**config.mk**
```make
export PLATFORM = sky130hd
export DESIGN_NAME = lap_csr
export DESIGN_NICKNAME = d
export VERILOG_FILES = /design/src/design/lap_pkg.sv /design/src/design/lap_csr.sv
export SDC_FILE = /design/constraint.sdc
export NUM_CORES = 1
export LEC_CHECK = 0
export ABC_AREA = 1
export CAP_MARGIN = 10
export CORE_ASPECT_RATIO = 1.75
export CORE_MARGIN = 2
export CORE_UTILIZATION = 50
export DETAILED_ROUTE_END_ITERATION = 8
export DONT_BUFFER_PORTS = 1
export GPL_ROUTABILITY_DRIVEN = 0
export PLACE_DENSITY = 0.69
export SETUP_SLACK_MARGIN = 0.1
export SYNTH_ARGS = -nofsm -noshare
export SYNTH_HDL_FRONTEND = slang
export SYNTH_SLANG_ARGS = --single-unit
```
**constraint.sdc**
```tcl
create_clock -name clock -period 2.8 [get_ports clock]
set_input_delay 0 -clock clock [delete_from_list [all_inputs] [get_ports clock]]
set_output_delay 0 -clock clock [all_outputs]
set_load 0.05 [all_outputs]
```
**src/design/lap_pkg.sv**
```systemverilog
// shared types and constants for the laplacian 3x3 rgb filter
// register map, post-processing mode codes and the structs passed between modules
// no dependencies
package lap_pkg;

   // configuration port
   localparam int CSR_ADDR_W  = 4;
   localparam int CSR_DATA_W  = 32;
   localparam int REG_IDX_W   = 2;

   // register indexes
   localparam logic [REG_IDX_W-1:0] REG_MODE   = 2'd0;
   localparam logic [REG_IDX_W-1:0] REG_WIDTH  = 2'd1;
   localparam logic [REG_IDX_W-1:0] REG_HEIGHT = 2'd2;

   // post-processing modes
   localparam int MODE_W = 2;
   localparam logic [MODE_W-1:0] MODE_TRUNC  = 2'd0;
   localparam logic [MODE_W-1:0] MODE_CENTER = 2'd1;
   localparam logic [MODE_W-1:0] MODE_MAG    = 2'd2;
   localparam logic [MODE_W-1:0] MODE_SCALE  = 2'd3;

   // geometry registers
   localparam int WIDTH_REG_W = 12;
   localparam int HEIGHT_W    = 16;
   localparam logic [WIDTH_REG_W-1:0] WIDTH_RESET  = 12'd2048;
   localparam logic [HEIGHT_W-1:0]    HEIGHT_RESET = 16'd1;

   // red in [7:0], green in [15:8], blue in [23:16]
   localparam int PIXEL_W = 24;
   typedef logic [PIXEL_W-1:0] pixel_type;

   // register values seen by the datapath
   typedef struct packed {
      logic [MODE_W-1:0]      mode;
      logic [WIDTH_REG_W-1:0] width;
      logic [HEIGHT_W-1:0]    height;
      logic                   restart;
   } cfg_type;

   // neighbourhood of one result pixel
   typedef struct packed {
      logic      border;
      logic      last;
      pixel_type center;
      pixel_type north;
      pixel_type west;
      pixel_type east;
      pixel_type south;
   } taps_type;

   // one result transaction
   typedef struct packed {
      logic      last;
      pixel_type pixel;
   } result_type;

endpackage

```
**src/design/lap_csr.sv**
```systemverilog
// apb-style register block: mode, image width and image height
// depends on lap_pkg
module lap_csr import lap_pkg::*; (
   input  logic                  clock,
   input  logic                  reset,
   input  logic                  psel,
   input  logic                  penable,
   input  logic                  pwrite,
   input  logic [CSR_ADDR_W-1:0] paddr,
   input  logic [CSR_DATA_W-1:0] pwdata,
   output logic [CSR_DATA_W-1:0] prdata,
   output logic                  pready,
   output cfg_type               cfg
);

   logic [MODE_W-1:0]      mode_ff,   mode_in;
   logic [WIDTH_REG_W-1:0] width_ff,  width_in;
   logic [HEIGHT_W-1:0]    height_ff, height_in;
   logic                   wr_stb;
   logic                   restart;
   logic [REG_IDX_W-1:0]   idx;

   assign pready = 1'b1;
   assign wr_stb = psel && penable && pwrite;
   assign idx    = paddr[CSR_ADDR_W-1:2];

   // write decode
   always_comb begin
      mode_in   = mode_ff;
      width_in  = width_ff;
      height_in = height_ff;
      restart   = 1'b0;
      if (wr_stb) begin
         unique case (idx)
            REG_MODE: begin
               mode_in = pwdata[MODE_W-1:0];
            end
            REG_WIDTH: begin
               width_in = pwdata[WIDTH_REG_W-1:0];
               restart  = 1'b1;
            end
            REG_HEIGHT: begin
               height_in = pwdata[HEIGHT_W-1:0];
               restart   = 1'b1;
            end
            default: begin
            end
         endcase
      end
   end

   always_ff @(posedge clock) begin
      if (reset) begin
         mode_ff   <= MODE_TRUNC;
         width_ff  <= WIDTH_RESET;
         height_ff <= HEIGHT_RESET;
      end else begin
         mode_ff   <= mode_in;
         width_ff  <= width_in;
         height_ff <= height_in;
      end
   end

   // read mux
   always_comb begin
      unique case (idx)
         REG_MODE:   prdata = CSR_DATA_W'(mode_ff);
         REG_WIDTH:  prdata = CSR_DATA_W'(width_ff);
         REG_HEIGHT: prdata = CSR_DATA_W'(height_ff);
         default:    prdata = '0;
      endcase
   end

   // restart takes effect at the edge of the geometry write
   assign cfg.mode    = mode_ff;
   assign cfg.width   = width_ff;
   assign cfg.height  = height_ff;
   assign cfg.restart = restart;

endmodule

```
Word level (Yosys, flattened, before mapping)
Index checks and enable logic that the tools add are counted.

operators by class
  add/sub/neg operators = 0
  $mul = 0
  divide/modulo/power cells = 0
  magnitude comparators = 0
  eq/ne operators = 2
  shift-type cells = 0
  mux-type cells = 3
  bitwise logic cells = 0
  reduce and logical (&&, ||, !) cells = 7

operators with widths
  kind                  number
  $pmux W16 S3          1
  $reduce_and A2 Y1     3
  $eq A2 B1 Y1 const B  1
  $eq A2 B2 Y1 const B  1
  $logic_and A1 B1 Y1   2
  $logic_not A2 Y1      1
  $mux W1               2
  $reduce_or A2 Y1      1

word-level totals
  flip-flop bits (word level) = 30
  latch bits = 0
  bits in writable memories = 0
  bits in read-only memories = 0
  bits of input ports = 41
  memories = 0

Longest topological paths before layout
Gate-level depths: netlist of the first run.

  depth in word-level cells = 4
  depth in mapped cells = 8

Worst setup path before layout of the first run
No wires, ideal clock.

  kind = register to output
  start point = register width_ff[10]
  end point = output port prdata[10]
  data arrival time = 1.525 ns
  data required time = 2.800 ns
  path slack = 1.275 ns
  cell stages (with the launch flop) = 3
  path buffers = 0
  cell sequence = dfxtp_1 > nand2_1 > a21oi_1

between the ends
  longest elaborated chain between the ends = 1

ends and longest elaborated chain
  element                 line           RTL
  start, declared         lap_csr.sv:17  logic [WIDTH_REG_W-1:0] width_ff, width_in;
  start signal, assigned  lap_csr.sv:59  width_ff <= width_in;
  $pmux W16 S3            lap_csr.sv:66  unique case (idx)
  end, declared           lap_csr.sv:11  output logic [CSR_DATA_W-1:0] prdata,

Every way passes these cells.

Worst setup path after layout of the first run
  start point = input port paddr[3]
  end point = register width_ff[11]

between the ends
  longest elaborated chain between the ends = 2

ends and longest elaborated chain
  element                      line           RTL
  start, declared              lap_csr.sv:9   input logic [CSR_ADDR_W-1:0] paddr,
  $eq A2 B1 Y1                 lap_csr.sv:34  unique case (idx)
  $reduce_and A2 Y1 (no line)  --

Every way passes these cells.
A chain may end at the register's enable or synchronous reset.

==> flow_summary.yaml, run 1 <==
floorplan:
  core-area_mm2: 0.003363
  fp.dieH_um: 82.13
  row_count: 28
  io-pin-count: 105
  initial_core_util: 0.5186
  die_w_um: 48.65
  dieArea_mm2: 0.003995
synth:
  synth_cell_types: 20
  synth_compound_area_frac: 0.03443
  ys_ff_latch: 30
  synth_top_family_by_area: "simple AND/OR/NAND/NOR gates"
  yosys_warnings: 0
  synth_xor_area_frac: 0
  synth.avg_cell_area_um2: 6.508
  seq_area_frac_synth: 0.3443
  synth_fa_ha_area_frac: 0.03587
  syn_area_mm2: 0.001744
  syn-instance-count: 268
  synthSimpleGateAreaFrac: 0.3852
  muxShareOfSynthArea: 0
detailed_routing:
  drt_iter0_drc: 17
  ant_nets: 0
  vias: 1574
  route.detailed.drc: 0
  wl_um: 4108
  wl_per_cell_um: 12.30
  viasPerCell: 4.713
  dr.pass1.iters: 6
pwr:
  powerDensity_mw_per_mm2: 491.9
  p_leak_nw: 0.9487
  p_switching_uw: 322.7
  ir_worst_vdd_uv: 437.2
  p_clk_frac: 0.335
  pwr-share-seq: 0.491
  netSwitchingFraction: 0.3317
  p_comb_frac: 0.175
  internal_power_uw: 650.3
cells_and_area:
  fin_nets: 335
  syn_to_final_growth_pct: 13.41
  layout_common_cells: "nand2_1, nor2_1, nand3_1"
  diodes: 0
  finalInstanceArea_mm2: 0.001978
  drive_above_1_share: 0.08304
  fill_cells: 378
  final_common_cell: "nand2_1"
clock_network:
  clk_pin_slew_ps: 60
  cts_tree: "done"
  cts_max_path_buffers: 2
  htree_levels: 2
  root_buffer: "clkbuf_8"
  clock_latency_ps: 280
  cts_buffers: 5
  cts.sinks: 30
timing:
  clock.fmax_mhz: 611.5
  skew_ps: 0
  hold_ws_ps: 37.82
  setup_viol: 0
  tns_ps: 0
  min_period_ps: 1635
  hold_violations: 0
  final-max-slew-violation-count: 0
  period_share: 0.5840
  worst_pin_slew_ps: 894.6
  rsz0062_at_grt: "false"
  worst_slack_ps: 1165
  slew_headroom: 0.4030
worst_hold_path:
  hp-class: "input port to register"
setup_path:
  cp_data_arrival_time_ps: 1860
  start_kind: "input port"
  worstSetupEndpointType: "register"
  path_class: "input port to register"
  cp_data_required_time_ps: 3030
  worst-path-max-fanout: 13
place:
  dp_hpwl_um: 2745
  portBuffers: 0
  dp_slack_ps: 1371
  dpl_cell_area_mm2: 0.001722
run:
  cap_viol_max_count: 0
global_routing:
  globalRouteTotalUtil: 0.2168
  antenna_found_initial: 0
  grt_max_degree: 31
  first_global_vias: 1511
  grt.overflow.total: 0
  grt_pass1_wl_um: 6686
status:
  status: "complete, no violations"
## worst paths after layout
check	end	cells past startpoint	slack (ps)	start
max	width_ff[11]$_SDFFE_PP1P_	7	1160	paddr[3]
min	mode_ff[1]$_SDFFE_PP0P_	4	40	penable
max reg2reg	height_ff[0]$_SDFFE_PP1P_	3	1250	height_ff[0]$_SDFFE_PP1P_
min reg2reg	height_ff[13]$_SDFFE_PP0P_	2	740	height_ff[13]$_SDFFE_PP0P_
## cell type report
class                   instances  area [um^2]  area share
clock buffers                   7        76.32     0.03858
inverters                      31        116.4     0.05882
multi-input cells             191        858.3      0.4339
flip-flops and latches         30        600.6      0.3036
well taps                      45        56.30     0.02846
repair buffers                 30        270.3      0.1366
## metal layers
metal | up-vias | wire length [um] | global-route usage
met1 | 698 | 1489 | 0.2148
li1 | 813 | - | -
met2 | 54 | 2274 | 0.4096
met5 | - | 0 | 0
met3 | 9 | 253 | 0.06115
met4 | 0 | 91 | 0.1114
## repair_timing
action	4_1_cts	5_1_grt
gates resized for setup	0	0
hold buffers	18	0
hold endpoints to repair	30	0
endpoints found under the setup margin	0	0
setup buffers	0	0
## synth_stat cells
| master | number | area share |
|---|---|---|
| dfxtp_1 | 30 | 0.34 |
| buf_6 | 5 | 0.032 |
| inv_1 | 29 | 0.062 |
| nand3_4 | 1 | 0.010 |
| buf_4 | 18 | 0.077 |
| conb_1 | 2 | 0.0043 |
| nor2_2 | 1 | 0.0036 |
| nand2_2 | 1 | 0.0036 |
| nand2_1 | 62 | 0.13 |
| clkbuf_1 | 3 | 0.0065 |
| inv_2 | 2 | 0.0043 |
| nor2_4 | 1 | 0.0065 |
| nand3_1 | 32 | 0.092 |
| a21oi_1 | 10 | 0.029 |
| nor2_1 | 58 | 0.12 |
| ha_1 | 5 | 0.036 |
| nor2_8 | 1 | 0.011 |
| o21ai_0 | 2 | 0.0057 |
| buf_2 | 3 | 0.0086 |
| buf_1 | 2 | 0.0043 |
## stage by stage
step | utilization | cells | total power, mW
floorplan | - | 283 | 0.6394
global placement | 0.5119 | 309 | 0.6365
detailed placement | 0.5119 | 309 | 0.6379
CTS | 0.5882 | 334 | 0.9797
global route | 0.5882 | 334 | 1.010
finish | 0.5882 | 334 | 0.9730
## state kept, by name, indices dropped and copies added (netlist names)
| signal | cells |
|---|---|
| mode_ff | 2 |
| width_ff | 12 |
| height_ff | 16 |
## power by group through the flow
stage               Sequential, mW  Clock (mW)  Combinational, mW
floorplan                    0.484           0              0.155
global placement             0.487           0              0.150
detailed placement           0.487           0              0.151
CTS                          0.478       0.332              0.170
global route                 0.479       0.346              0.185
finish                       0.477       0.326              0.170
## critical path, cell delays in order
cell,delay [ps]
inv_1,60
ha_1,460
inv_1,130
nor2_2,460
nand2_1,90
nand3_1,90
dlygate4sd3_1,550
## logic make-up (layout without fill, tap and decap cells)
| logic type | after synthesis | in the layout |
|---|---|---|
| other | 2 | 17 |
| AND/OR/NAND/NOR | 157 | 157 |
| AO/OA/AOI/OAI | 12 | 12 |
| flip-flops | 30 | 30 |
| buffers and inverters | 62 | 68 |
| adder cells (fa/ha/maj) | 5 | 5 |
Note: power is estimated with default switching activity, not from simulation.
==> run 2: changes to the inputs <==
==> constraint.sdc (replaced) <==
create_clock -name clock -period 1.6 [get_ports clock]
set_input_delay 0 -clock clock [delete_from_list [all_inputs] [get_ports clock]]
set_output_delay 0 -clock clock [all_outputs]
set_load 0.05 [all_outputs]
==> run 2 against run 1 <==
Compared with the run above: hold slack worse by 5.3 ps; largest power group unchanged; clock power up 83%; critical path depth fell by 3; sequential power up 62%; critical endpoint is now height_ff[0]$_SDFFE_PP1P_; routed wire length grew 6.4%; largest cell class unchanged; cell count up 11%.
==> flow_summary.yaml, run 2 (synthesis gave the netlist of run 1 again) <==
timing:
  final-max-slew-violation-count: 0
  min_period_ps: 1338
  rsz0062_at_grt: "false"
  setup_viol: 0
  worst_pin_slew_ps: 522.8
  clock.fmax_mhz: 747.5
  slew_headroom: 0.6511
  period_share: 0.8361
  skew_ps: 0
  hold_violations: 0
  tns_ps: 0
cells_and_area:
  syn_to_final_growth_pct: 39.74
  top_register: "height_ff"
  layout_common_cells: "nand2_1, nor2_1, buf_4"
  fill_cells: 290
  utilization: 0.7247
  multi_input_area_um2: 895.9
  seq_area_um2: 600.6
  drive_above_1_share: 0.2215
  largest_reg_flops: 16
  largestRegisters: "height_ff x16, width_ff x12, mode_ff x2"
  final_common_cell: "nand2_1"
  fin_nets: 372
  diodes: 0
global_routing:
  globalRouteTotalUtil: 0.2336
  grt_max_degree: 31
  first_global_vias: 1665
  grt.overflow.total: 0
  grt_pass1_wl_um: 7127
  antenna_found_initial: 0
worst_hold_path:
  hp-class: "input port to register"
detailed_routing:
  viasPerCell: 4.835
  drt_iter0_drc: 62
  wl_per_cell_um: 11.81
  dr.pass1.iters: 4
  wl_um: 4371
  ant_nets: 0
  route.detailed.drc: 0
  vias: 1789
setup_path:
  worst-path-max-fanout: 3
  worstSetupEndpointType: "register"
  start_kind: "register"
  cp_data_arrival_time_ps: 1510
  path_class: "register to register"
  cp_data_required_time_ps: 1770
clock_network:
  clk_pin_slew_ps: 60
  clock_latency_ps: 280
  cts_max_path_buffers: 2
  root_buffer: "clkbuf_8"
  cts.sinks: 30
  cts_hold_buffers: 18
  htree_levels: 2
  cts_tree: "done"
  cts_buffers: 5
  post_cts_buffers: 0
  cts_resized: 0
floorplan:
  fp.dieH_um: 82.13
  core-area_mm2: 0.003363
  row_count: 28
  die_w_um: 48.65
  dieArea_mm2: 0.003995
  io-pin-count: 105
  initial_core_util: 0.5186
place:
  portBuffers: 0
  dp_hpwl_um: 2991
pwr:
  p_leak_nw: 1.181
  finalPower_mw: 1.787
  powerDensity_mw_per_mm2: 733.3
  ir_worst_vdd_uv: 554.9
status:
  status: "complete, no violations"
run:
  cap_viol_max_count: 0
[run 2: area by class of cell]
cell class,count,area share
multi-input cells,191,0.3676
repair buffers,67,0.2813
flip-flops and latches,30,0.2464
inverters,31,0.04774
clock buffers,6,0.03388
well taps,45,0.02310
[run 2: stage by stage]
step	std cells	area [um^2]	hold slack (ps)	setup WS (ps)
3_3_place_gp	346	2175	127.5	617.8
6_report	370	2437	32.53	262.2
3_5_place_dp	346	2175	136.9	569.3
4_1_cts	370	2437	25.02	275.1
2_1_floorplan	283	1838	126.2	333.8
5_1_grt	370	2437	43.94	213.4
[run 2: power breakdown]
group          internal, mW  total (mW)  leakage (nW)  switching (mW)
Clock                 0.331       0.597        0.0431           0.266
Sequential            0.764       0.774         0.243         0.00979
Combinational         0.120       0.417         0.895           0.297
[run 2: path summary, 6_finish.rpt]
check	startpoint	endpoint	slack, ps	depth (start not counted)
max	height_ff[0]$_SDFFE_PP1P_	height_ff[0]$_SDFFE_PP1P_	260	4
min	penable	mode_ff[1]$_SDFFE_PP0P_	30	4
max reg2reg	height_ff[0]$_SDFFE_PP1P_	height_ff[0]$_SDFFE_PP1P_	260	4
min reg2reg	height_ff[5]$_SDFFE_PP0P_	height_ff[5]$_SDFFE_PP0P_	500	2
[run 2: metal layers]
| layer | vias to the layer above | part of all wire | GRT usage |
|---|---|---|---|
| met3 | 12 | 0.070 | 0.06115 |
| met5 | - | 0 | 0 |
| met4 | 0 | 0.032 | 0.1514 |
| li1 | 888 | - | - |
| met1 | 818 | 0.36 | 0.2144 |
| met2 | 71 | 0.54 | 0.4507 |
[run 2: worst max-delay path, cell delays in order, from the launching register on]
cell,delay (ps)
dfxtp_1,300
buf_4,190
o21ai_0,80
nand3_1,70
dlygate4sd3_1,580
==> run 3: changes to the inputs <==
--- a/config.mk
+++ b/config.mk
@@ -13,7 +13,7 @@
 export DETAILED_ROUTE_END_ITERATION = 8
 export DONT_BUFFER_PORTS = 1
 export GPL_ROUTABILITY_DRIVEN = 0
-export PLACE_DENSITY = 0.69
+export PLACE_DENSITY = 0.72
 export SETUP_SLACK_MARGIN = 0.1
 export SYNTH_ARGS = -nofsm -noshare
 export SYNTH_HDL_FRONTEND = slang
==> constraint.sdc (replaced) <==
create_clock -name clock -period 1.2 [get_ports clock]
set_input_delay 0 -clock clock [delete_from_list [all_inputs] [get_ports clock]]
set_output_delay 0 -clock clock [all_outputs]
set_load 0.05 [all_outputs]
==> run 3 against run 2 <==
Compared with the run above: total power increased by 38%; register-to-register slack improved by 140 ps; highest routed layer unchanged; largest power group unchanged; cell count increased by 3.2%.
==> flow_summary.yaml, run 3 (synthesis gave the netlist of run 1 again) <==
cells_and_area:
  drive_above_1_share: 0.3264
  utilization: 0.8047
  largestRegisters: "height_ff x16, width_ff x12, mode_ff x2"
  syn_to_final_growth_pct: 55.17
  diodes: 0
  final_common_cell: "nand2_1"
  instances_no_fill: 382
  layout_common_cells: "nand2_1, nor2_1, buf_4"
  fin_nets: 382
  finalInstanceArea_mm2: 0.002706
  top_register: "height_ff"
  largest_reg_flops: 16
detailed_routing:
  route.detailed.drc: 0
  vias: 1868
  wl_um: 4822
  dr.pass1.iters: 4
  ant_nets: 0
  viasPerCell: 4.890
  wl_per_cell_um: 12.62
  drt_iter0_drc: 59
global_routing:
  antenna_found_initial: 0
  grt_max_degree: 31
  globalRouteTotalUtil: 0.2340
  first_global_vias: 1730
  grt.overflow.total: 0
  grt_pass1_wl_um: 7286
setup_path:
  slowest_delay_ps: 570
  cp_slowest_cell: "dlygate4sd3_1"
  timing.critical_path.to: "width_ff[9]$_SDFFE_PP0P_"
  path_depth: 6
  rrSetupSlack_ps: 400
  crit_buf_inv: 2
  path_delay_family: "buffers and inverters"
  cp_data_arrival_time_ps: 1260
  cp-startpoint: "psel"
  worstSetupEndpointType: "register"
  cp_data_required_time_ps: 1400
  path_cells: "dlygate4sd3_1, nand3_4, nor2_4, buf_4, nor2_1, nor2_1"
  start_kind: "input port"
  path_class: "input port to register"
  reg2regPathDepth: 3
  r2r-start: "height_ff[2]$_SDFFE_PP0P_"
  r2r_end: "height_ff[2]$_SDFFE_PP0P_"
  worst-path-max-fanout: 8
  crit_top_cell: "nor2_1"
floorplan:
  fp.dieH_um: 82.13
  core-area_mm2: 0.003363
  initial_core_util: 0.5186
  dieArea_mm2: 0.003995
  row_count: 28
  io-pin-count: 105
  die_w_um: 48.65
timing:
  hold_violations: 0
  worst_slack_ps: 143.0
  skew_ps: 0
  rsz0062_at_grt: "true"
  period_share: 0.8808
  tns_ps: 0
  setup_viol: 0
  hold_ws_ps: 1.354
  min_period_ps: 1057
  final-max-slew-violation-count: 0
  clock.fmax_mhz: 946.1
worst_hold_path:
  holdCritStartpoint: "pwdata[1]"
  hp-class: "input port to register"
clock_network:
  cts_max_path_buffers: 2
  cts_buffers: 5
  cts.sinks: 30
  clk_pin_slew_ps: 60
  root_buffer: "clkbuf_8"
  clock_latency_ps: 280
  cts_tree: "done"
  htree_levels: 2
status:
  status: "complete, no violations"
place:
  dpl_cell_area_mm2: 0.002382
  placed_cells: 351
  portBuffers: 0
  dp_hpwl_um: 3150
  dp_slack_ps: 183.7
run:
  cap_viol_max_count: 0
pwr:
  ir_worst_vdd_uv: 746.7
  finalPower_mw: 2.461
  powerDensity_mw_per_mm2: 909.2
  p_leak_nw: 1.281
[run 3: power breakdown]
group          leakage [nW]  switching [mW]  internal, mW
registers             0.254          0.0153          1.02
clock network        0.0482           0.375         0.462
logic                 0.979           0.414         0.173
[run 3: what timing repair did]
action                     in CTS  in global routing
buffers inserted                0                  6
hold buffers                   17                  0
gates resized for setup         0                  1
setup endpoints to repair       0                 22
hold endpoints to repair       27                  0
[run 3: worst min path at each step]
stage	end	slack [ps]	depth (start not counted)
final	height_ff[1]$_SDFFE_PP0P_	1	4
after global routing	height_ff[0]$_SDFFE_PP1P_	30	3
after CTS	height_ff[0]$_SDFFE_PP1P_	6	3
after detailed placement	height_ff[0]$_SDFFE_PP1P_	140	2
after global placement	height_ff[0]$_SDFFE_PP1P_	130	2
after floorplan	height_ff[0]$_SDFFE_PP1P_	130	2
[run 3: routing by layer]
layer	vias up	global-route usage	share of wire
li1	908	-	-
met1	864	0.2144	0.35
met2	76	0.4575	0.54
met3	20	0.06115	0.058
met4	0	0.1400	0.044
met5	-	0	0
[run 3: area by class of cell]
cell class	instances	area [um^2]
Timing Repair Buffer	77	833.3
Sequential cell	30	633.1
Inverter	31	116.4
Fill cell	236	656.9
Multi-Input combinational cell	191	975.9
Clock buffer	7	86.33
Clock inverter	1	5.005
Tap cell	45	56.30
[run 3: worst register-to-register path: cells and delay by family, from the launching register on]
family,cells,cell delay [ps]
simple gates,2,200
buf+inv,1,200
flops,1,330
