==> src/design/lap_pkg.sv <==
// shared types and constants for the laplacian 3x3 rgb filter
// register map, post-processing mode codes and the structs passed between modules
// no dependencies
package lap_pkg;

   // configuration port
   localparam int CSR_ADDR_W  = 4;
   localparam int CSR_DATA_W  = 32;
   localparam int REG_IDX_W   = 2;

   // register indexes
   localparam logic [REG_IDX_W-1:0] REG_MODE   = 2'd0;
   localparam logic [REG_IDX_W-1:0] REG_WIDTH  = 2'd1;
   localparam logic [REG_IDX_W-1:0] REG_HEIGHT = 2'd2;

   // post-processing modes
   localparam int MODE_W = 2;
   localparam logic [MODE_W-1:0] MODE_TRUNC  = 2'd0;
   localparam logic [MODE_W-1:0] MODE_CENTER = 2'd1;
   localparam logic [MODE_W-1:0] MODE_MAG    = 2'd2;
   localparam logic [MODE_W-1:0] MODE_SCALE  = 2'd3;

   // geometry registers
   localparam int WIDTH_REG_W = 12;
   localparam int HEIGHT_W    = 16;
   localparam logic [WIDTH_REG_W-1:0] WIDTH_RESET  = 12'd2048;
   localparam logic [HEIGHT_W-1:0]    HEIGHT_RESET = 16'd1;

   // red in [7:0], green in [15:8], blue in [23:16]
   localparam int PIXEL_W = 24;
   typedef logic [PIXEL_W-1:0] pixel_type;

   // register values seen by the datapath
   typedef struct packed {
      logic [MODE_W-1:0]      mode;
      logic [WIDTH_REG_W-1:0] width;
      logic [HEIGHT_W-1:0]    height;
      logic                   restart;
   } cfg_type;

   // neighbourhood of one result pixel
   typedef struct packed {
      logic      border;
      logic      last;
      pixel_type center;
      pixel_type north;
      pixel_type west;
      pixel_type east;
      pixel_type south;
   } taps_type;

   // one result transaction
   typedef struct packed {
      logic      last;
      pixel_type pixel;
   } result_type;

endpackage

==> src/design/lap_kernel.sv <==
// kernel stage: registers the neighbourhood, applies the 4-neighbour laplacian
// per colour channel and the selected post-processing mode
// depends on lap_pkg
module lap_kernel import lap_pkg::*; (
   input  logic              clock,
   input  logic              reset,
   input  logic [MODE_W-1:0] mode,
   input  logic              tap_valid,
   input  taps_type          taps,
   output logic              res_valid,
   output result_type        res
);

   logic     valid_ff, valid_in;
   taps_type taps_ff,  taps_in;

   // one colour channel: laplacian sum then post-processing
   function automatic logic [7:0] post_chan(
      input logic [MODE_W-1:0] md,
      input logic [7:0]        c,
      input logic [7:0]        n,
      input logic [7:0]        w,
      input logic [7:0]        e,
      input logic [7:0]        s
   );
      logic signed [11:0] sum;
      logic signed [11:0] adj;
      logic signed [11:0] quo;
      logic [7:0]         r;
      sum = $signed({2'b00, c, 2'b00}) - $signed({4'b0000, n}) - $signed({4'b0000, w})
          - $signed({4'b0000, e}) - $signed({4'b0000, s});
      adj = '0;
      quo = '0;
      r   = '0;
      case (md)
         MODE_TRUNC: begin
            r = sum[7:0];
         end
         MODE_CENTER: begin
            adj = sum + 12'sd128;
            if (adj < 12'sd0) begin
               r = 8'h00;
            end else if (adj > 12'sd255) begin
               r = 8'hFF;
            end else begin
               r = adj[7:0];
            end
         end
         MODE_MAG: begin
            adj = (sum < 12'sd0) ? -sum : sum;
            r   = (adj > 12'sd255) ? 8'hFF : adj[7:0];
         end
         MODE_SCALE: begin
            // divide by eight rounding toward zero
            adj = (sum < 12'sd0) ? sum + 12'sd7 : sum;
            quo = adj >>> 3;
            r   = quo[7:0] + 8'd128;
         end
         default: begin
            r = sum[7:0];
         end
      endcase
      return r;
   endfunction

   assign valid_in = tap_valid;
   assign taps_in  = taps;

   always_ff @(posedge clock) begin
      if (reset) begin
         valid_ff <= 1'b0;
      end else begin
         valid_ff <= valid_in;
      end
   end

   always_ff @(posedge clock) begin
      taps_ff <= taps_in;
   end

   // border pixels pass through, interior pixels are filtered
   always_comb begin
      res.last = taps_ff.last;
      if (taps_ff.border) begin
         res.pixel = taps_ff.center;
      end else begin
         res.pixel[7:0]   = post_chan(mode, taps_ff.center[7:0], taps_ff.north[7:0],
                                      taps_ff.west[7:0], taps_ff.east[7:0],
                                      taps_ff.south[7:0]);
         res.pixel[15:8]  = post_chan(mode, taps_ff.center[15:8], taps_ff.north[15:8],
                                      taps_ff.west[15:8], taps_ff.east[15:8],
                                      taps_ff.south[15:8]);
         res.pixel[23:16] = post_chan(mode, taps_ff.center[23:16], taps_ff.north[23:16],
                                      taps_ff.west[23:16], taps_ff.east[23:16],
                                      taps_ff.south[23:16]);
      end
   end

   assign res_valid = valid_ff;

endmodule
==> config.mk <==
export PLATFORM = sky130hd
export DESIGN_NAME = lap_kernel
export DESIGN_NICKNAME = d
export VERILOG_FILES = /design/src/design/lap_pkg.sv /design/src/design/lap_kernel.sv
export SDC_FILE = /design/constraint.sdc
export NUM_CORES = 1
export LEC_CHECK = 0
export ABC_AREA = 0
export BUFFER_PORTS_ARGS = -buffer_cell sky130_fd_sc_hd__buf_2
export CAP_MARGIN = 30
export CELL_PAD_IN_SITES_DETAIL_PLACEMENT = 1
export CELL_PAD_IN_SITES_GLOBAL_PLACEMENT = 2
export CORE_MARGIN = 3
export CORE_UTILIZATION = 32
export DETAILED_ROUTE_END_ITERATION = 10
export PLACE_DENSITY_LB_ADDON = 0.1
export SYNTH_ARGS = -nofsm -noshare
export SYNTH_HDL_FRONTEND = slang
export SYNTH_SLANG_ARGS = --single-unit
==> constraint.sdc <==
create_clock -name clock -period 6.7 [get_ports clock]
set_input_delay 0.335 -clock clock [delete_from_list [all_inputs] [get_ports clock]]
set_output_delay 0.335 -clock clock [all_outputs]
set_load 0.05 [all_outputs]
======== Word level (Yosys, flattened, before mapping) ========
Index checks and enable logic that the tools add are counted.
operators by class
  reductions and logical operators ........ 1
  equal/unequal tests ..................... 3
  order comparisons ....................... 12
  add/sub/neg operators ................... 24
  muxes and demuxes ....................... 19
operators with widths
  cell                                                          count
  case mux 8 bit (4 select lines)                               3
  > comparator 12 x 9 -> 1 bit (second input constant)          6
  less-than comparator 12 x 1 -> 1 bit (second input constant)  6
  2-to-1 mux 8 bit                                              9
  subtractor 12 x 9 -> 12 bit                                   6
  adder 12 x 9 -> 12 bit (second input constant)                3
  2-to-1 mux 12 bit                                             3
  negator 12 bit                                                3
  subtractor 11 x 9 -> 12 bit                                   3
  adder 11 x 4 -> 11 bit (second input constant)                3
  2-to-1 mux 11 bit                                             3
  subtractor 10 x 8 -> 11 bit                                   3
  adder 8 bit (second input constant)                           3
  2-to-1 mux 24 bit                                             1
  == test 2 bit (second input constant)                         2
  == test 2 x 1 -> 1 bit (second input constant)                1
  zero test 2 bit                                               1
word-level totals
  input port bits ......................... 127
  register bits ........................... 123
  output and inout port bits .............. 26
  word-level logic and storage cells ...... 67

======== Logic depth before layout (Yosys ltp) ========
Gate-level depths: netlist of run 1.
  word-level depth ........................ 10
  mapped depth ............................ 25
  mapped depth without buffers ............ 24

======== Least setup slack after synthesis of run 1 ========
OpenSTA, ideal clock, no wires.
  kind .................................... register -> output
  start point ............................. register taps_ff[82] (netlist bit)
  end point ............................... output res[15] (netlist bit)
  stages on the path, launching flop included .. 24
  data arrival time ....................... 5579 ps
  path buffers ............................ 0
  path slack .............................. 786 ps
  required time ........................... 6365 ps
  cells stage by stage .................... dfxtp_1 -> inv_1 -> ha_1 -> a31oi_1 -> o21bai_1 -> a21oi_1 -> nor2b_1 -> o21ai_0 -> nand2b_1 -> xnor2_1 -> fa_1 -> inv_1 -> ha_1 -> nor2_1 -> or3_1 -> xnor2_2 -> inv_1 -> ha_1 -> nand4b_1 -> mux2_1 -> a31oi_1 -> o22ai_2 -> and4_1 -> nor3_1
RTL lines
  what                    line              RTL
  from (decl)             lap_kernel.sv:15  taps_type taps_ff, taps_in;
  from (signal assigned)  lap_kernel.sv:78  taps_ff <= taps_in;
  to (decl)               lap_kernel.sv:11  output result_type res

==> run_results.csv, run 1 <==
group,metric,value,unit
global_routing,grt_pass1_vias,8706,
worst_setup_path,endpoint_kind,"output pin",
job,cap_violations,0,
final_layout,drive_gt1_share,18.8,%
power,swShare,49.0,%
floorplanning,ios,153,
floorplanning,start_util,33.1,%
synth,synth_top_family_by_area,"compound AO/OA/AOI/OAI gates",
power,powerDensity,442,nW/um^2
synth,postSynth.asyncResetShare,0,%
floorplanning,coreArea,27300,um^2
final_layout,diodes,0,
routing,drt_iter0_markers,217,
power,p_sw,0.00258,W
cts,h-tree-depth,4,
final_layout,nFillCells,3253,
final_layout,final_common_cell,"inv_1",
cts,numCtsBuffers,17,
cts,clk_pin_slew,0.06,ns
sta,hold_viol,0,
global_routing,grtUsageMet3,2.64,%
global_routing,grt_max_degree,31,
global_routing,track_usage,18.7,%
synth,synth_top_cell_by_area,"dfxtp_1",
floorplanning,die_h,174,um
synth,yosys.area.top_type_share,27.3,%
global_routing,grt.met2_usage,33.0,%
placement,port_buffers,152,
sta,worst_pin_slew,0.897,ns
placement,dp_hpwl,21.3,mm
synth,syn_avg_cell_area,8.52,um^2
routing,viasPerCell,4.81,
power,p_clk_share,18.2,%
worst_setup_path,crit_path_start_kind,"register",
synth,synth_nets,1301,
synth,synth_edf_count,0,
synth,synth-compound-area-share,20.6,%
sta,fin_crit_sh,94.9,%
worst_setup_path,required,6.36,ns
power,combPwrFrac,66.8,%
floorplanning,die_w,174,um
synth,synth_fa_ha_area_share,19.5,%
sta,slew_headroom,40.0,%
routing,drt-total-wl,28.0,mm
routing,num_vias,8199,
synth,synth_cells,1060,
power,irDropWorstVdd,0.192,mV
min_path,hold_class,"input port to register",
synth,synth_cell_type_count,91,
power,leakage,5.56,nW
power,finalPower,0.00527,W
synth,synth-xor-area-share,9.54,%
placement,place_inst,1574,
outcome,status,"complete, no violations",
final_layout,syn2layout_area_growth,31.7,%
synth,synthTopCellsByArea,"dfxtp_1 (27%), fa_1 (10%), ha_1 (9.6%)",
sta,setup_violations,0,
synth,synth.area.mux_share,0.706,%
worst_setup_path,cp.arrival,6.03,ns
routing,drt_pre_antenna_iters,4,
placement,place.gp.congestion,0.857,
final_layout,nNetsFinal,1561,
global_routing,grt.busiest_layer,"met2",
synth,ys_ff_latch,123,
routing,ant_nets,0,
power,intPower,0.00269,W
power,seq_power_share,15.0,%
sta,timing.hold.ws,0.0171,ns
cts,root_buffer,"clkbuf_16",
final_layout,final_cells,1705,
final_layout,final_cell_mix,"inv_1 (201), buf_2 (149), dfxtp_1 (123)",
synth,syn-cell-area,9040,um^2
global_routing,grt_first_pass_wirelength,45.9,mm
worst_setup_path,critPathMaxFanout,9,
routing,route.detailed.drc,0,
sta,fmax,157,MHz
synth,yosysWarnings,0,
cts,clk_path_buf_depth,2,
sta,post-route-min-period,6.36,ns
synth,synth_ff_type,"dfxtp_1",
cts,cts_tree,"done",
global_routing,grtUsageMet1,24.2,%
final_layout,utilization,43.6,%
cts,clock_sinks,123,
sta,slew_viol_final,0,
worst_setup_path,crit_type,"register to output pin",
floorplanning,rows,60,
global_routing,antenna_found_initial,0,
routing,avgRoutedWirePerCell,16.4,um
synth,yosysSeqAreaShare,27.3,%
synth,yosys.area_share.simple,12.7,%
global_routing,grt-ovfl-total,0,
floorplanning,design.die.area,30300,um^2
-- critical path: stages (launching register included) --
cell      delay [ns]
dfxtp_1         0.31
inv_1           0.04
ha_1            0.35
a31oi_2         0.28
o21bai_1        0.12
a21oi_2         0.24
nor2b_1         0.08
o21ai_0         0.17
nand2b_1        0.12
xnor2_1         0.21
fa_1            0.45
inv_1           0.07
ha_1            0.25
or3_1           0.14
nor3_1          0.04
or3_1           0.41
xnor2_2         0.13
buf_4           0.20
inv_1           0.06
ha_1            0.18
nand4b_1        0.14
mux2_1          0.33
a31oi_1         0.20
o22ai_2         0.22
and4_1          0.26
nor3_1          0.35
buf_4           0.27
-- layout make-up --
cell class | count | area, um^2 | area share, %
multi-input cells | 709 | 5750 | 48.3
flip-flops and latches | 123 | 2460 | 20.7
repair buffers | 266 | 1870 | 15.7
inverters | 203 | 762 | 6.40
well taps | 372 | 465 | 3.91
clock buffers | 19 | 453 | 3.81
clock inverters | 13 | 141 | 1.19
-- routing by layer --
layer / share of wire (%) / wire [um]
met5: 0 / 0
met4: 1.3 / 358
met3: 2.5 / 697
met2: 50 / 13900
met1: 46 / 13000
-- state kept, by name, summed over array words and instances, names as in the netlist --
register,cells
res,1
taps_ff,121
res_valid,1
-- worst paths after layout --
path / start / to / slack, ns / cells after the start
min: taps[104] / taps_ff[104]$_DFF_P_ / 0.02 / 1
max: taps_ff[82]$_DFF_P_ / res[15] / 0.34 / 26
-- synthesized netlist by cell type, drive strengths merged (4+ instances only) --
master / count
xnor2: 62
xor2: 33
clkbuf: 15
a21boi: 6
o22ai: 19
nand3: 14
nor3: 25
a211oi: 15
a21o: 9
a22oi: 4
nand2: 57
or4: 4
a21oi: 69
o21ai: 61
or2: 4
o221ai: 4
fa: 45
and2: 6
buf: 10
a221oi: 6
o21a: 4
or3: 7
o21bai: 7
nand4: 11
o211ai: 12
nor2b: 14
nand2b: 7
and3: 4
inv: 201
a311oi: 4
a31oi: 23
a211o: 5
nor4: 7
ha: 69
dfxtp: 123
nor2: 47
-- timing repair --
action,4_1_cts,5_1_grt
resized for setup,0,19
hold buffers,95,1
setup endpoints to repair,0,20
hold endpoints to repair,95,1
setup buffers,0,3
-- kinds of logic (layout without fill, tap and decap cells) --
kind of cell / after synthesis / count (layout)
AO/OA/AOI/OAI: 274 / 274
XOR/XNOR: 95 / 95
adder cells (fa/ha/maj): 114 / 114
buffers and inverters: 228 / 501
flip-flops: 123 / 123
multiplexers: 5 / 5
AND/OR/NAND/NOR: 221 / 221
-- stage by stage --
step	setup WS, ns	TNS (ns)	instance area (um^2)
5_1_grt	-0.0168	-0.0168	11900
4_1_cts	0.132	0	11800
3_3_place_gp	0.659	0	10300
6_report	0.338	0	11900
3_5_place_dp	0.626	0	10300
2_1_floorplan	0.786	0	9040
-- power by group through the flow --
| stage | Combinational, W | Sequential, W | Clock (W) |
|---|---|---|---|
| finish | 0.00352 | 0.000790 | 0.000960 |
| global route | 0.00391 | 0.000794 | 0.00102 |
| CTS | 0.00348 | 0.000790 | 0.000997 |
| detailed placement | 0.00341 | 0.000807 | 0 |
| global placement | 0.00340 | 0.000806 | 0 |
| floorplan | 0.00257 | 0.000801 | 0 |
Power figures use the tool's default switching activity.
==> inputs of run 2 (changes only) <==
--- a/config.mk
+++ b/config.mk
@@ -10,7 +10,6 @@
 export CAP_MARGIN = 30
 export CELL_PAD_IN_SITES_DETAIL_PLACEMENT = 1
 export CELL_PAD_IN_SITES_GLOBAL_PLACEMENT = 2
-export CORE_MARGIN = 3
 export CORE_UTILIZATION = 32
 export DETAILED_ROUTE_END_ITERATION = 10
 export PLACE_DENSITY_LB_ADDON = 0.1
==> constraint.sdc (replaced) <==
create_clock -name clock -period 7.79 [get_ports clock]
set_input_delay 0.3895 -clock clock [delete_from_list [all_inputs] [get_ports clock]]
set_output_delay 0.3895 -clock clock [all_outputs]
set_load 0.05 [all_outputs]
==> run 2 against run 1 <==
  * Clock power fell by 15%
  * Sequential cell count unchanged
  * Via count shrank 5.3%
  * Sequential share of layout area increased by 2.1 points
  * Final area decreased by 9.2%
  * Final cell count is 5.8% lower
  * First-iteration DRC count increased by 63%
  * Die area fell by 4.5%
  * Count of clock-buffer cells in the layout decreased by 2
  * Sequential power decreased by 14%
  * Largest power group unchanged
==> run_results.csv, run 2 (same netlist as run 1, synthesis figures left out) <==
group,metric,value,unit
routing,route.detailed.drc,0,
global_routing,grt_pass1_vias,8155,
job,cap_violations,0,
cts,root_buffer,"clkbuf_16",
global_routing,antenna_found_initial,0,
floorplanning,die_h,170,um
sta,slew_headroom,39.5,%
final_layout,nFillCells,3377,
routing,drt-total-wl,26.5,mm
power,irDropWorstVdd,0.171,mV
final_layout,diodes,0,
global_routing,grt_first_pass_wirelength,42.0,mm
routing,viasPerCell,4.83,
cts,numCtsBuffers,17,
sta,setup_violations,0,
cts,hold_buffers,0,
floorplanning,start_util,32.5,%
sta,hold_viol,0,
global_routing,grt-ovfl-total,0,
power,leakage,5.11,nW
final_layout,syn2layout_area_growth,19.7,%
cts,postCtsSetupRepairBufs,0,
cts,cts_tree,"done",
outcome,status,"complete, no violations",
routing,drt_pre_antenna_iters,4,
sta,rsz0062_at_grt,"no",
final_layout,drive_gt1_share,18.6,%
floorplanning,ios,153,
sta,worst_pin_slew,0.904,ns
sta,fin_crit_sh,87.5,%
worst_setup_path,endpoint_kind,"output pin",
power,finalPower,0.00438,W
routing,drt_iter0_markers,354,
final_layout,utilization,38.9,%
routing,ant_nets,0,
sta,fmax,147,MHz
global_routing,track_usage,18.9,%
placement,place.gp.congestion,0.797,
worst_setup_path,crit_type,"register to output pin",
worst_setup_path,required,7.40,ns
final_layout,nNetsFinal,1456,
floorplanning,rows,61,
cts,clock_sinks,123,
cts,h-tree-depth,4,
power,powerDensity,405,nW/um^2
global_routing,grt_max_degree,31,
final_layout,final_common_cell,"inv_1",
final_layout,top_register,"taps_ff",
floorplanning,die_w,170,um
sta,slew_viol_final,0,
worst_setup_path,critPathMaxFanout,9,
placement,dp_hpwl,20.9,mm
floorplanning,coreArea,27800,um^2
routing,num_vias,7765,
sta,timing.hold.ws,0.0443,ns
placement,port_buffers,152,
cts,clk_pin_slew,0.07,ns
worst_setup_path,crit_path_start_kind,"register",
placement,place_inst,1574,
cts,clk_path_buf_depth,2,
min_path,hold_class,"input port to register",
cts,cts_resized,0,
sta,post-route-min-period,6.82,ns
final_layout,final_cell_mix,"inv_1 (201), buf_2 (152), dfxtp_1 (123)",
final_layout,final_cells,1606,
floorplanning,design.die.area,28900,um^2
final_layout,largest_reg_flops,121,
sta,tns,0,ns
worst_setup_path,cp.arrival,6.43,ns
routing,avgRoutedWirePerCell,16.5,um
[run 2: changes by cell type in the layout (fill, tap and decap cells not counted), sizes merged]
cell         previous run  this run
buf                   169       161
dlygate4sd3            96         0
clkinv                  7         6
inv                   204       207
clkbuf                 20        17
[run 2: critical path, cell delays in order, from the launching register on]
cell and delay [ns]:
dfxtp_1 0.30, inv_1 0.04, ha_1 0.35, a31oi_1 0.34
o21bai_1 0.11, a21oi_1 0.36, nor2b_1 0.09, o21ai_0 0.17
nand2b_1 0.11, xnor2_1 0.15, fa_1 0.48, inv_1 0.05
ha_1 0.40, nor2_1 0.06, or3_1 0.39, xnor2_2 0.50
inv_1 0.10, ha_1 0.21, nand4b_1 0.14, mux2_1 0.33
a31oi_1 0.19, o22ai_2 0.22, and4_1 0.28, nor3_1 0.30
buf_2 0.33
[run 2: path summary, 6_finish.rpt]
check | startpoint | to | slack [ns] | cells past startpoint
setup / recovery | taps_ff[82]$_DFF_P_ | res[15] | 0.97 | 24
hold / removal | taps[12] | taps_ff[12]$_DFF_P_ | 0.04 | 1
[run 2: report_power, final]
part | leakage, nW | internal [W] | switching [W] | total (W)
Combinational | 3.79 | 0.00104 | 0.00184 | 0.00289
Sequential | 1.04 | 0.000663 | 0.0000156 | 0.000679
Clock | 0.281 | 0.000477 | 0.000342 | 0.000819
[run 2: layer usage]
layer	part of all wire, %	vias to the layer above	global-route usage [%]
met2	50	123	33.9
met5	0	-	0
met1	46	3727	23.0
met4	1.5	0	6.07
li1	-	3890	-
met3	2.9	25	2.56
[run 2: metrics by stage]
step | worst slack (ns) | area (um^2)
after floorplan | 1.82 | 9040
after global placement | 1.45 | 10200
after detailed placement | 1.43 | 10200
after CTS | 0.933 | 10800
after global routing | 0.574 | 10800
final | 0.975 | 10800
[run 2: area by class of cell]
class                      instances  area (um^2)  area share (%)
inverter                         203          762            7.05
tap                              378          473            4.37
multi-input combinational        709         5700            52.7
timing repair buffer             161          832            7.69
clock buffer                      17          425            3.93
sequential                       123         2460            22.8
clock inverter                    15          163            1.50
==> inputs of run 3 (changes only) <==
--- a/config.mk
+++ b/config.mk
@@ -10,6 +10,7 @@
 export CAP_MARGIN = 30
 export CELL_PAD_IN_SITES_DETAIL_PLACEMENT = 1
 export CELL_PAD_IN_SITES_GLOBAL_PLACEMENT = 2
+export CORE_ASPECT_RATIO = 1.25
 export CORE_UTILIZATION = 32
 export DETAILED_ROUTE_END_ITERATION = 10
 export PLACE_DENSITY_LB_ADDON = 0.1
==> run 3 against run 2 <==
  * The run now ends with design-rule violations left
  * First-iteration DRC count shrank 32%
  * Largest cell class unchanged
  * Sequential power is essentially flat
  * Count of clock-buffer cells in the layout is the same
  * Non-clock buffer count shrank 2
  * Largest power group unchanged
==> run_results.csv, run 3 (same netlist as run 1, synthesis figures left out) <==
group,metric,value,unit
final_layout,largest_reg_flops,121,
floorplanning,coreArea,27700,um^2
job,cap_violations,0,
final_layout,drive_gt1_share,18.4,%
power,seq_power_share,15.5,%
outcome,violations,"design-rule violations",
sta,hold_viol,0,
worst_setup_path,required,7.40,ns
final_layout,top_register,"taps_ff",
min_path,hold_class,"input port to register",
global_routing,grt_max_degree,31,
routing,drt_pre_antenna_iters,8,
power,swShare,48.9,%
sta,post-route-min-period,6.62,ns
final_layout,nFillCells,3370,
routing,drt_iter0_markers,241,
routing,drt-total-wl,26.0,mm
worst_setup_path,crit_path_start_kind,"register",
worst_setup_path,critPathBufInv,4,
floorplanning,ios,153,
worst_setup_path,endpoint_kind,"output pin",
power,intPower,0.00224,W
sta,fmax,151,MHz
placement,dp_hpwl,20.8,mm
outcome,status,"complete, but fails checks",
cts,clk_path_buf_depth,2,
power,powerDensity,406,nW/um^2
cts,postCtsSetupRepairBufs,0,
routing,avgRoutedWirePerCell,16.5,um
floorplanning,start_util,32.7,%
floorplanning,design.die.area,28900,um^2
cts,root_buffer,"clkbuf_16",
power,p_clk_share,19.5,%
sta,slew_headroom,38.2,%
power,leakage,5.11,nW
worst_setup_path,cp.arrival,6.23,ns
worst_setup_path,path_cells,"inv_1, ha_1, a31oi_1, o21bai_1, a21oi_1, nor2b_1, o21ai_0, nand2b_1, xnor2_1, fa_1, inv_1, ha_1, nor2_1, or3_1, xnor2_2, inv_1, ha_1, nand4b_1, mux2_1, a31oi_1, o22ai_2, a311oi_1, a211o_1, buf_2",
routing,route.detailed.drc,9,
global_routing,grt_first_pass_wirelength,42.1,mm
sta,fin_crit_sh,84.9,%
power,p_sw,0.00215,W
placement,port_buffers,152,
worst_setup_path,critPathMaxFanout,9,
final_layout,diodes,0,
cts,cts_resized,0,
cts,clk_pin_slew,0.06,ns
global_routing,antenna_found_initial,0,
power,irDropWorstVdd,0.155,mV
sta,rsz0062_at_grt,"no",
worst_setup_path,cp_top_family,"compound AO/OA/AOI/OAI gates",
worst_setup_path,crit_type,"register to output pin",
final_layout,final_cell_mix,"inv_1 (201), buf_2 (152), dfxtp_1 (123)",
final_layout,syn2layout_area_growth,19.5,%
routing,ant_nets,0,
floorplanning,die_w,152,um
cts,clock_sinks,123,
routing,num_vias,7800,
cts,h-tree-depth,4,
sta,worst_pin_slew,0.920,ns
worst_setup_path,slowest_stage,"fa_1",
final_layout,nNetsFinal,1454,
worst_setup_path,cpPeakStageDelay,0.49,ns
floorplanning,rows,68,
sta,slew_viol_final,0,
sta,tns,0,ns
cts,numCtsBuffers,17,
cts,hold_buffers,0,
global_routing,grt_pass1_vias,8332,
global_routing,grt-ovfl-total,0,
global_routing,track_usage,18.7,%
placement,place.gp.congestion,0.814,
sta,setup_violations,0,
cts,cts_tree,"done",
power,combPwrFrac,65.1,%
routing,viasPerCell,4.95,
final_layout,utilization,39.0,%
final_layout,final_common_cell,"inv_1",
floorplanning,die_h,190,um
## run 3: routing by layer
layer | routed length [um] | track usage [%] | vias to the layer above
li1 | - | - | 3880
met1 | 11400 | 21.8 | 3773
met2 | 13500 | 34.7 | 125
met3 | 704 | 3.28 | 22
met4 | 367 | 5.61 | 0
met5 | 0 | 0 | -
## run 3: worst paths after layout
check | start | end | cells past startpoint | slack [ns]
max | taps_ff[82]$_DFF_P_ | res[8] | 24 | 1.17
min | taps[46] | taps_ff[46]$_DFF_P_ | 1 | 0.05
## run 3: metrics by stage
step,total power [W],instances,area (um^2),setup WS (ns),hold slack [ns]
floorplan,0.00290,1060,9040,1.82,0.417
global placement,0.00355,1542,10200,1.56,0.492
detailed placement,0.00355,1543,10200,1.57,0.493
CTS,0.00444,1574,10800,1.06,0.0243
global route,0.00476,1575,10800,0.621,0.0285
finish,0.00439,1575,10800,1.17,0.0455
## run 3: power groups by stage
stage	clock (W)	sequential (W)	combinational, W
after floorplan	0	0.000688	0.00221
after global placement	0	0.000693	0.00285
after detailed placement	0	0.000693	0.00286
after CTS	0.000885	0.000679	0.00288
after global routing	0.000913	0.000682	0.00316
final	0.000853	0.000679	0.00285
## run 3: cell type report
class / count / area [um^2] / area share [%]
Clock buffer: 17 / 425 / 3.94
Clock inverter: 14 / 198 / 1.83
Inverter: 203 / 762 / 7.06
Multi-Input combinational cell: 709 / 5700 / 52.7
Sequential cell: 123 / 2460 / 22.8
Tap cell: 350 / 438 / 4.06
Timing Repair Buffer: 159 / 817 / 7.57
